===== config.mk =====
export PLATFORM = sky130hd
export DESIGN_NAME = pid_controller_angle_wrap_core
export DESIGN_NICKNAME = d
export VERILOG_FILES = /design/src/rtl/pidaw_pkg.sv /design/src/rtl/pidaw_drive.sv /design/src/rtl/pid_controller_angle_wrap_core.sv
export SDC_FILE = /design/constraint.sdc
export NUM_CORES = 2
export LEC_CHECK = 0
export BUFFER_PORTS_ARGS = -buffer_cell sky130_fd_sc_hd__clkbuf_2
export CORE_MARGIN = 8
export CORE_UTILIZATION = 55
export CTS_BUF_LIST = sky130_fd_sc_hd__clkbuf_8
export DETAILED_ROUTE_END_ITERATION = 12
export PLACE_DENSITY = 0.73
export SYNTH_ARGS = -nofsm -noshare
export SYNTH_HDL_FRONTEND = slang
export SYNTH_SLANG_ARGS = --single-unit
export TNS_END_PERCENT = 20

===== constraint.sdc =====
create_clock -name clk -period 14.3 [get_ports clk]
set_input_delay 2.145 -clock clk [delete_from_list [all_inputs] [get_ports clk]]
set_output_delay 2.145 -clock clk [all_outputs]
set_load 0.01 [all_outputs]

===== src/rtl/pidaw_pkg.sv =====
// ----------------------------------------------------------------------------
// pidaw_pkg
// Shared widths, register indexes and stage types for the angle-wrap PID core.
// ----------------------------------------------------------------------------
package pidaw_pkg;

  localparam int GAIN_W   = 16;
  localparam int SAMPLE_W = 16;
  localparam int ERR_W    = 17;   // error after wrap
  localparam int DIFF_W   = 18;   // error minus previous error
  localparam int ACC_W    = 32;   // clamped error sum
  localparam int SLIM_W   = 31;
  localparam int DLIM_W   = 15;
  localparam int HALF_W   = 15;
  localparam int DRIVE_W  = 16;
  localparam int CFG_AW   = 3;
  localparam int CFG_DW   = 32;
  localparam int FRAC_W   = 8;    // Q8.8 gains

  localparam int PP_W  = GAIN_W + ERR_W;    // 33
  localparam int PI_W  = GAIN_W + ACC_W;    // 48
  localparam int PD_W  = GAIN_W + DIFF_W;   // 34
  localparam int SUM_W = PI_W + 2;          // 50

  localparam logic [HALF_W-1:0] HALF_TURN_RST = HALF_W'(11520);

  typedef enum logic [CFG_AW-1:0] {
    REG_GAIN_P      = 3'd0,
    REG_GAIN_I      = 3'd1,
    REG_GAIN_D      = 3'd2,
    REG_SUM_LIMIT   = 3'd3,
    REG_DRIVE_LIMIT = 3'd4,
    REG_ANGLE_MODE  = 3'd5,
    REG_HALF_TURN   = 3'd6
  } cfg_reg_t;

  // one item leaving the error stage
  typedef struct packed {
    logic signed [ERR_W-1:0]  err;
    logic signed [ACC_W-1:0]  accum;
    logic signed [DIFF_W-1:0] diff;
  } err_item_t;

  typedef struct packed {
    logic signed [GAIN_W-1:0] gain_p;
    logic signed [GAIN_W-1:0] gain_i;
    logic signed [GAIN_W-1:0] gain_d;
  } gains_t;

endpackage


===== src/rtl/pidaw_drive.sv =====
// ----------------------------------------------------------------------------
// pidaw_drive
// Gain products, Q8.8 rescale and output clamp, two register stages.
// ----------------------------------------------------------------------------
module pidaw_drive
  import pidaw_pkg::*;
(
  input  logic                     clk,
  input  logic                     rst_n,
  input  gains_t                   gains,
  input  logic [DLIM_W-1:0]        drive_limit,
  input  logic                     s_valid,
  output logic                     s_ready,
  input  err_item_t                s_item,
  output logic                     m_valid,
  input  logic                     m_ready,
  output logic signed [DRIVE_W-1:0] m_drive
);

  logic                     prod_v_r;
  logic signed [PP_W-1:0]   pp_r;
  logic signed [PI_W-1:0]   pi_r;
  logic signed [PD_W-1:0]   pd_r;
  logic                     out_v_r;
  logic signed [DRIVE_W-1:0] drive_r;
  logic signed [DRIVE_W-1:0] drive_nxt;

  logic prod_adv;
  logic out_adv;

  logic signed [SUM_W-1:0]        sum;
  logic signed [SUM_W-FRAC_W-1:0] scaled;
  logic signed [SUM_W-FRAC_W-1:0] lim_pos;
  logic signed [SUM_W-FRAC_W-1:0] lim_neg;

  assign out_adv  = !out_v_r || m_ready;
  assign prod_adv = !prod_v_r || out_adv;
  assign s_ready  = prod_adv;
  assign m_valid  = out_v_r;
  assign m_drive  = drive_r;

  always_comb begin
    sum     = SUM_W'(pp_r) + SUM_W'(pi_r) + SUM_W'(pd_r);
    // arithmetic shift gives the floor
    scaled  = (SUM_W-FRAC_W)'(sum >>> FRAC_W);
    lim_pos = (SUM_W-FRAC_W)'($signed({1'b0, drive_limit}));
    lim_neg = -lim_pos;
    if (scaled < lim_neg) begin
      drive_nxt = DRIVE_W'(lim_neg);
    end else if (scaled > lim_pos) begin
      drive_nxt = DRIVE_W'(lim_pos);
    end else begin
      drive_nxt = DRIVE_W'(scaled);
    end
  end

  always_ff @(posedge clk) begin
    if (!rst_n) begin
      prod_v_r <= 1'b0;
      out_v_r  <= 1'b0;
    end else begin
      if (prod_adv) begin
        prod_v_r <= s_valid;
      end
      if (out_adv) begin
        out_v_r <= prod_v_r;
      end
    end
  end

  always_ff @(posedge clk) begin
    if (prod_adv && s_valid) begin
      pp_r <= gains.gain_p * s_item.err;
      pi_r <= gains.gain_i * s_item.accum;
      pd_r <= gains.gain_d * s_item.diff;
    end
    if (out_adv && prod_v_r) begin
      drive_r <= drive_nxt;
    end
  end

  a_prod_hold: assert property (@(posedge clk) disable iff (!rst_n)
    prod_v_r && !out_adv |=> prod_v_r && $stable(pp_r) && $stable(pi_r) && $stable(pd_r))
    else $error("product stage changed while stalled");

  a_out_from_prod: assert property (@(posedge clk) disable iff (!rst_n)
    $rose(out_v_r) |-> $past(prod_v_r))
    else $error("result appeared without a product");

  a_prod_moves: assert property (@(posedge clk) disable iff (!rst_n)
    prod_v_r && out_adv |=> out_v_r)
    else $error("product lost on its way to the result register");

endmodule


===== src/rtl/pid_controller_angle_wrap_core.sv =====
// ----------------------------------------------------------------------------
// pid_controller_angle_wrap_core
// Positional PID step with integral clamp and optional half-turn error wrap.
// ----------------------------------------------------------------------------
// Usage:
//   in_*  : one transaction carries setpoint (tdata[15:0]) and measured
//           (tdata[31:16]), both signed.
//   out_* : one transaction per input carries the signed drive in tdata.
//   cfg_* : register writes by index (gains, limits, angle mode, half turn);
//           cfg_ready is always high. Write only while the core is idle.
// Timing:
//   four register stages: input, error/integrator, gain products, result.
//   The result passes the input, error, product and result stages in that
//   order, and one item can enter every cycle while out_tready is high;
//   the integrator and previous-error state update on the same clock edge
//   that loads the error stage, which is what allows that rate.
// Reset:
//   rst_n (synchronous) empties the pipeline, clears the integrator and
//   previous error, zeroes gains and limits, angle mode off, half turn 11520.
// Stall:
//   when out_tready is low each stage holds once full; in_tready drops only
//   when every stage holds an item, so nothing is lost or repeated.
// ----------------------------------------------------------------------------
module pid_controller_angle_wrap_core
  import pidaw_pkg::*;
(
  input  logic              clk,
  input  logic              rst_n,
  input  logic              in_tvalid,
  output logic              in_tready,
  input  logic [31:0]       in_tdata,     // setpoint [15:0], measured [31:16]
  output logic              out_tvalid,
  input  logic              out_tready,
  output logic [15:0]       out_tdata,    // drive [15:0]
  input  logic              cfg_valid,
  output logic              cfg_ready,
  input  logic [CFG_AW-1:0] cfg_addr,
  input  logic [CFG_DW-1:0] cfg_data
);

  // configuration
  gains_t              gains_r;
  logic [SLIM_W-1:0]   sum_limit_r;
  logic [DLIM_W-1:0]   drive_limit_r;
  logic                angle_mode_r;
  logic [HALF_W-1:0]   half_turn_r;

  // input stage
  logic                        in_v_r;
  logic signed [SAMPLE_W-1:0]  setpoint_r;
  logic signed [SAMPLE_W-1:0]  measured_r;

  // error stage and loop state
  logic                        err_v_r;
  err_item_t                   err_r;
  err_item_t                   err_nxt;
  logic signed [ACC_W-1:0]     accum_r;
  logic signed [ERR_W-1:0]     prev_err_r;

  logic in_adv;
  logic err_adv;
  logic drv_ready;
  logic step;

  logic signed [ERR_W:0]   raw_err;
  logic signed [ERR_W:0]   half_s;
  logic signed [ERR_W:0]   wrapped;
  logic signed [ACC_W:0]   acc_sum;
  logic signed [ACC_W:0]   slim_pos;
  logic signed [ACC_W:0]   slim_neg;
  logic signed [ACC_W-1:0] acc_clamped;
  logic signed [DRIVE_W-1:0] drive;

  assign cfg_ready = 1'b1;

  always_ff @(posedge clk) begin
    if (!rst_n) begin
      gains_r       <= '0;
      sum_limit_r   <= '0;
      drive_limit_r <= '0;
      angle_mode_r  <= 1'b0;
      half_turn_r   <= HALF_TURN_RST;
    end else if (cfg_valid) begin
      case (cfg_reg_t'(cfg_addr))
        REG_GAIN_P:      gains_r.gain_p <= cfg_data[GAIN_W-1:0];
        REG_GAIN_I:      gains_r.gain_i <= cfg_data[GAIN_W-1:0];
        REG_GAIN_D:      gains_r.gain_d <= cfg_data[GAIN_W-1:0];
        REG_SUM_LIMIT:   sum_limit_r    <= cfg_data[SLIM_W-1:0];
        REG_DRIVE_LIMIT: drive_limit_r  <= cfg_data[DLIM_W-1:0];
        REG_ANGLE_MODE:  angle_mode_r   <= cfg_data[0];
        REG_HALF_TURN:   half_turn_r    <= cfg_data[HALF_W-1:0];
        default: ;
      endcase
    end
  end

  assign err_adv   = !err_v_r || drv_ready;
  assign in_adv    = !in_v_r || err_adv;
  assign in_tready = in_adv;
  assign step      = in_v_r && err_adv;

  // error, wrap and clamped integrator
  always_comb begin
    raw_err = (ERR_W+1)'(setpoint_r) - (ERR_W+1)'(measured_r);
    half_s  = (ERR_W+1)'($signed({1'b0, half_turn_r}));
    wrapped = raw_err;
    if (angle_mode_r) begin
      if (raw_err < -half_s) begin
        wrapped = raw_err + (half_s <<< 1);
      end else if (raw_err > half_s) begin
        wrapped = raw_err - (half_s <<< 1);
      end
    end
    err_nxt.err = ERR_W'(wrapped);

    acc_sum  = (ACC_W+1)'(accum_r) + (ACC_W+1)'(err_nxt.err);
    slim_pos = (ACC_W+1)'($signed({1'b0, sum_limit_r}));
    slim_neg = -slim_pos;
    if (acc_sum < slim_neg) begin
      acc_clamped = ACC_W'(slim_neg);
    end else if (acc_sum > slim_pos) begin
      acc_clamped = ACC_W'(slim_pos);
    end else begin
      acc_clamped = ACC_W'(acc_sum);
    end
    err_nxt.accum = acc_clamped;
    err_nxt.diff  = DIFF_W'(err_nxt.err) - DIFF_W'(prev_err_r);
  end

  always_ff @(posedge clk) begin
    if (!rst_n) begin
      in_v_r     <= 1'b0;
      err_v_r    <= 1'b0;
      accum_r    <= '0;
      prev_err_r <= '0;
    end else begin
      if (in_adv) begin
        in_v_r <= in_tvalid;
      end
      if (err_adv) begin
        err_v_r <= in_v_r;
      end
      if (step) begin
        accum_r    <= acc_clamped;
        prev_err_r <= err_nxt.err;
      end
    end
  end

  always_ff @(posedge clk) begin
    if (in_adv && in_tvalid) begin
      setpoint_r <= in_tdata[SAMPLE_W-1:0];
      measured_r <= in_tdata[2*SAMPLE_W-1:SAMPLE_W];
    end
    if (step) begin
      err_r <= err_nxt;
    end
  end

  pidaw_drive u_drive (
    .clk         (clk),
    .rst_n       (rst_n),
    .gains       (gains_r),
    .drive_limit (drive_limit_r),
    .s_valid     (err_v_r),
    .s_ready     (drv_ready),
    .s_item      (err_r),
    .m_valid     (out_tvalid),
    .m_ready     (out_tready),
    .m_drive     (drive)
  );

  assign out_tdata = drive;

  a_state_only_on_step: assert property (@(posedge clk) disable iff (!rst_n)
    !step |=> $stable(accum_r) && $stable(prev_err_r))
    else $error("loop state moved without an item");

  // a wrap moves the error one full turn towards zero
  a_wrap_range: assert property (@(posedge clk) disable iff (!rst_n)
    in_v_r && angle_mode_r && (half_turn_r != '0) |->
      ((raw_err > half_s)  ? ((wrapped > -half_s) && (wrapped < raw_err)) :
       (raw_err < -half_s) ? ((wrapped < half_s) && (wrapped > raw_err)) :
                             (wrapped == raw_err)))
    else $error("wrap moved the error the wrong way");

  a_err_from_input: assert property (@(posedge clk) disable iff (!rst_n)
    $rose(err_v_r) |-> $past(in_v_r))
    else $error("error stage filled without an input");

endmodule

## Word-level counts from Yosys, hierarchy flattened

Cells that the tools add are included.

| storage, ports and cells | value |
|---|---|
| flip-flop bits (word level) | 393 |
| input bits | 72 |
| output and inout bits | 19 |
| logic and storage cells | 74 |

| cells by class | value |
|---|---|
| add/sub/neg operators | 10 |
| multiply operators | 3 |
| mux-type cells | 7 |
| equal/unequal tests | 6 |
| order comparisons | 6 |
| reductions and logical operators | 20 |

Operators with widths:

| cell | number |
|---|---|
| $mux 32 | 2 |
| $mux 17 | 3 |
| $add 49x34->50 | 1 |
| $add 33x48->49 | 1 |
| $mul 16x32->48 | 1 |
| $gt 42x16->1 | 1 |
| $lt 42x42->1 | 1 |
| $neg 15->42 | 1 |
| $mul 16x18->34 | 1 |
| $add 32x17->33 | 1 |
| $gt 33x32->1 | 1 |
| $lt 33x33->1 | 1 |
| $mul 16x17->33 | 1 |
| $neg 31->33 | 1 |
| $mux 16 | 2 |
| $lt 17x18->1 | 1 |
| $neg 15->18 | 1 |
| $sub 17x17->18 | 1 |
| $add 17x17->17 | 1 |
| $gt 17x16->1 | 1 |
| $sub 16x16->17 | 1 |
| $sub 17x17->17 | 1 |
| $reduce_and 2->1 | 7 |
| $eq 3x3->1 const B | 3 |
| 6 further kinds | 16 |

## Logic depth before layout (Yosys ltp)

| depth | value |
|---|---|
| depth in word-level cells | 9 |
| depth in mapped cells | 51 |

## Modules after synthesis

A second synthesis with hierarchy kept.

| second synthesis, totals | value |
|---|---|
| cell total of the unflattened synthesis | 7288 |
| area, all modules | 65891.9 um^2 |

Modules (own cells, without submodules):

| module | area an instance (um^2) | times used | cells each | sequential area each (um^2) |
|---|---|---|---|---|
| pidaw_drive | 48121.2 | 1 | 5180 | 3973.8 |
| pid_controller_angle_wrap_core | 17770.8 | 1 | 2108 | 6195.9 |

## Worst setup path after synthesis

No wires, ideal clock.

| path | value |
|---|---|
| path type | input-to-reg |
| start | input out_tready |
| end | register u_drive.pd_r[0] (enable) |
| slack | 2.993 ns |
| stages | 2 |
| path buffers | 0 |
| arrival time | 10.542 ns |
| required time | 13.535 ns |
| cell sequence | nor2b_1 -> a21boi_0 |

| on the way | value |
|---|---|
| cells in the longest elaborated chain, start to end | 3 |

RTL lines:

| what | line | source |
|---|---|---|
| start, declared | pid_controller_angle_wrap_core.sv:33 | `input logic out_tready,` |
| $logic_or 1x1->1 | pidaw_drive.sv:36 | `assign out_adv = !out_v_r \|\| m_ready;` |
| $logic_or 1x1->1 | pidaw_drive.sv:37 | `assign prod_adv = !prod_v_r \|\| out_adv;` |
| $logic_and 1x1->1 | pidaw_drive.sv:72 | `if (prod_adv && s_valid) begin` |
| end signal, assigned | pidaw_drive.sv:75 | `pd_r <= gains.gain_d * s_item.diff;` |
| end, declared | pidaw_drive.sv:23 | `logic signed [PD_W-1:0] pd_r;` |

Every way passes these cells.
A chain may end at the register's enable or synchronous reset.

==> run metrics <==
max-cap viol count 0; crit-path max FO 23; slowest stage delay, CP 0.84 ns; number of global-route vias before repair 53,600; GRT Total Usage 27.3%; TritonRoute pass-1 iters 6; synthesized area per cell 9.15 sq um; final hold violations 0; critical path class flip-flop to flip-flop; Synth async-reset ratio 0%; IO Port Bufs 88; overall die height 361 microns; Placed Area 0.0672 sq mm; cell count after synthesis 7,160; EDFF count, synth 230; worst-skew pair later-pin latency 0.72 ns; status completed; Ports 91; Lkg Pwr 29.6 nW; finished layout cell area 0.0689 sq mm; Slew Viols, Final 0; via count 50,400; Initial Utilization 55.5%; die area 0.130 sq mm; clk root buf clkbuf_8; fmax 0.0813 GHz; CTS sink count 393; Num CTS Buffers 75; startpoint types flip-flop; Slowest-stage cell, CP and2_1; Placer Congestion 0.950; Peak VDD IR 0.0000956 V; GR Overflow Total 0; DRC Markers 0; Net Count, Synth 8,918; CTS Hold Bufs 0; ratio of cells with drive above 1 in the final layout 4.47%; first-pass GRT wire length 287 mm; Period Utilization, post-route 86.1%; #FFs+latches synth 393; most common cell after layout, fill and taps aside inv_1; Worst Skew 0.0541 ns; Core ar. 0.118 sq mm; largest cells by area after synthesis fa_1 34%, ha_1 11%, edfxtp_1 11%; Fillers 10,200; sequential share of the synthesized area 15.5%; # resized after CTS 0; initial drt markers 3,861; Worst slew margin 26.0%; Routed WL per cell 20.2 microns; Required @ worst endpoint 14.73 ns; postcts setup bufs 0; CTS tree yes; PD cells 92.8 mW/mm^2; Setup violations, final 0; setup TNS 0 ns; Synth top area share 33.7%; most frequent cells in the layout 1,293 x inv_1, 1,104 x fa_1, 1,022 x nand2_1; crit path DAT 12.74 ns; Synth warnings 0; Synth area leader fa_1; Hold WC Path Type flip-flop to flip-flop; unrepaired setup endpoints after global routing no; Synth Cell Area 0.0655 sq mm; die extent in x 361 microns; P&R area growth vs syn 5.15%; nets 8,861; clock slew at reported path FFs 0.06 ns; drt via density 5.79; Synth cell types 104; initial antenna violation count 8; clock buffer depth 3; Post-DRT Antenna Nets 0; hpwl dp 141 mm; H-tree levels 3; worst slew pin tran 1.11 ns; most used cell, CP o21ai_0; top_reg_cell synth edfxtp_1; Routed WL 176 mm; Overall Power 6.40 mW; num rows 126; largest net degree at the start of global routing 103; Period minus WS final 12.31 ns; Setup crit end kind flip-flop
where the power goes:
group	switching, mW	internal, mW
combinational	2.10	1.32
sequential	0.347	1.40
clock	0.548	0.689
per-layer routing:
layer / vias to the layer above / wire, microns / GRT usage (%)
met2: 2005 / 80700 / 43.9
met5: - / 63 / 0
met3: 423 / 14100 / 5.09
met1: 25200 / 73100 / 36.5
li1: 22800 / - / -
met4: 10 / 8050 / 11.6
area by class of cell:
type / count / area (sq um) / share of cell area [%]
multi-input combinational: 5223 / 49600 / 72.0
antenna: 5 / 12.5 / 0.0182
sequential: 393 / 10200 / 14.8
clock inverter: 56 / 500 / 0.726
clock buffer: 83 / 1140 / 1.66
inverter: 1278 / 4800 / 6.97
tap: 1536 / 1920 / 2.79
timing repair buffer: 132 / 773 / 1.12
final timing paths:
check                                 endpoint  cells past startpoint  slack, ns            from
worst max-delay path                 err_r[30]                     46       1.99   setpoint_r[0]
worst min-delay path            prev_err_r[13]                      2       0.46  prev_err_r[13]
worst max register to register       err_r[30]                     46       1.99   setpoint_r[0]
worst min register to register  prev_err_r[13]                      2       0.46  prev_err_r[13]
worst max-delay path, delay by kind of cell, from the launching register on:
kind | cells | cell delay (ns)
adder cells (fa/ha/maj) | 5 | 1.51
buffers and inverters | 2 | 0.11
XOR/XNOR | 1 | 0.40
flip-flops | 1 | 0.36
AO/OA/AOI/OAI | 25 | 5.93
AND/OR/NAND/NOR | 13 | 3.66
through the flow:
step / hold slack [ns] / util [%] / instances / setup slack [ns]
2_1_floorplan: 0.440 / - / 7160 / 2.99
3_3_place_gp: 0.450 / 57.0 / 8562 / 2.32
3_5_place_dp: 0.453 / 57.0 / 8562 / 2.26
4_1_cts: 0.461 / 58.3 / 8701 / 2.15
5_1_grt: 0.485 / 58.3 / 8702 / 0.852
6_report: 0.461 / 58.4 / 8706 / 1.99
flip-flops by register name, indices dropped and copies added, names as in the netlist:
signal,flops
err_r,67
angle_mode_r,1
sum_limit_r,31
half_turn_r,15
u_drive.pp_r,33
u_drive.pd_r,34
err_v_r,1
u_drive.m_drive,16
gains_r,48
setpoint_r,16
accum_r,32
u_drive.pi_r,48
prev_err_r,17
u_drive.m_valid,1
drive_limit_r,15
u_drive.prod_v_r,1
in_v_r,1
measured_r,16
cell usage after synthesis, drive strengths merged, types with 15 or more instances:
master   count
buf         19
a21oi      236
o211ai      26
xor2        48
edfxtp     230
and2       436
a211oi      40
o311ai      15
o2bb2ai     23
nor2b       64
xnor2      194
ha         582
o21bai      50
and3        34
a31oi       28
or2         15
nand2b      88
o21ai      188
or3         21
o31ai       25
dfxtp      163
nand2     1022
nand3       79
a21o       111
nor2       257
nand4       62
mux2i       18
clkbuf     247
fa        1104
o21a        49
nor3        85
nor4        22
inv       1276
a21boi     114
cell families (layout without fill, tap and decap cells):
kind of cell    count (synthesis)  after routing  synth area share, %
simple gates                 2222           2222                 16.2
fa+ha+maj                    1686           1686                 44.8
buf+inv                      1544           1549                 8.89
compound gates               1053           1053                 11.0
flops                         393            393                 15.5
xor+xnor                      242            242                 3.25
mux                            19             19                0.292
other cells                     1              6              0.00572
(Power assumes the default switching activity.)
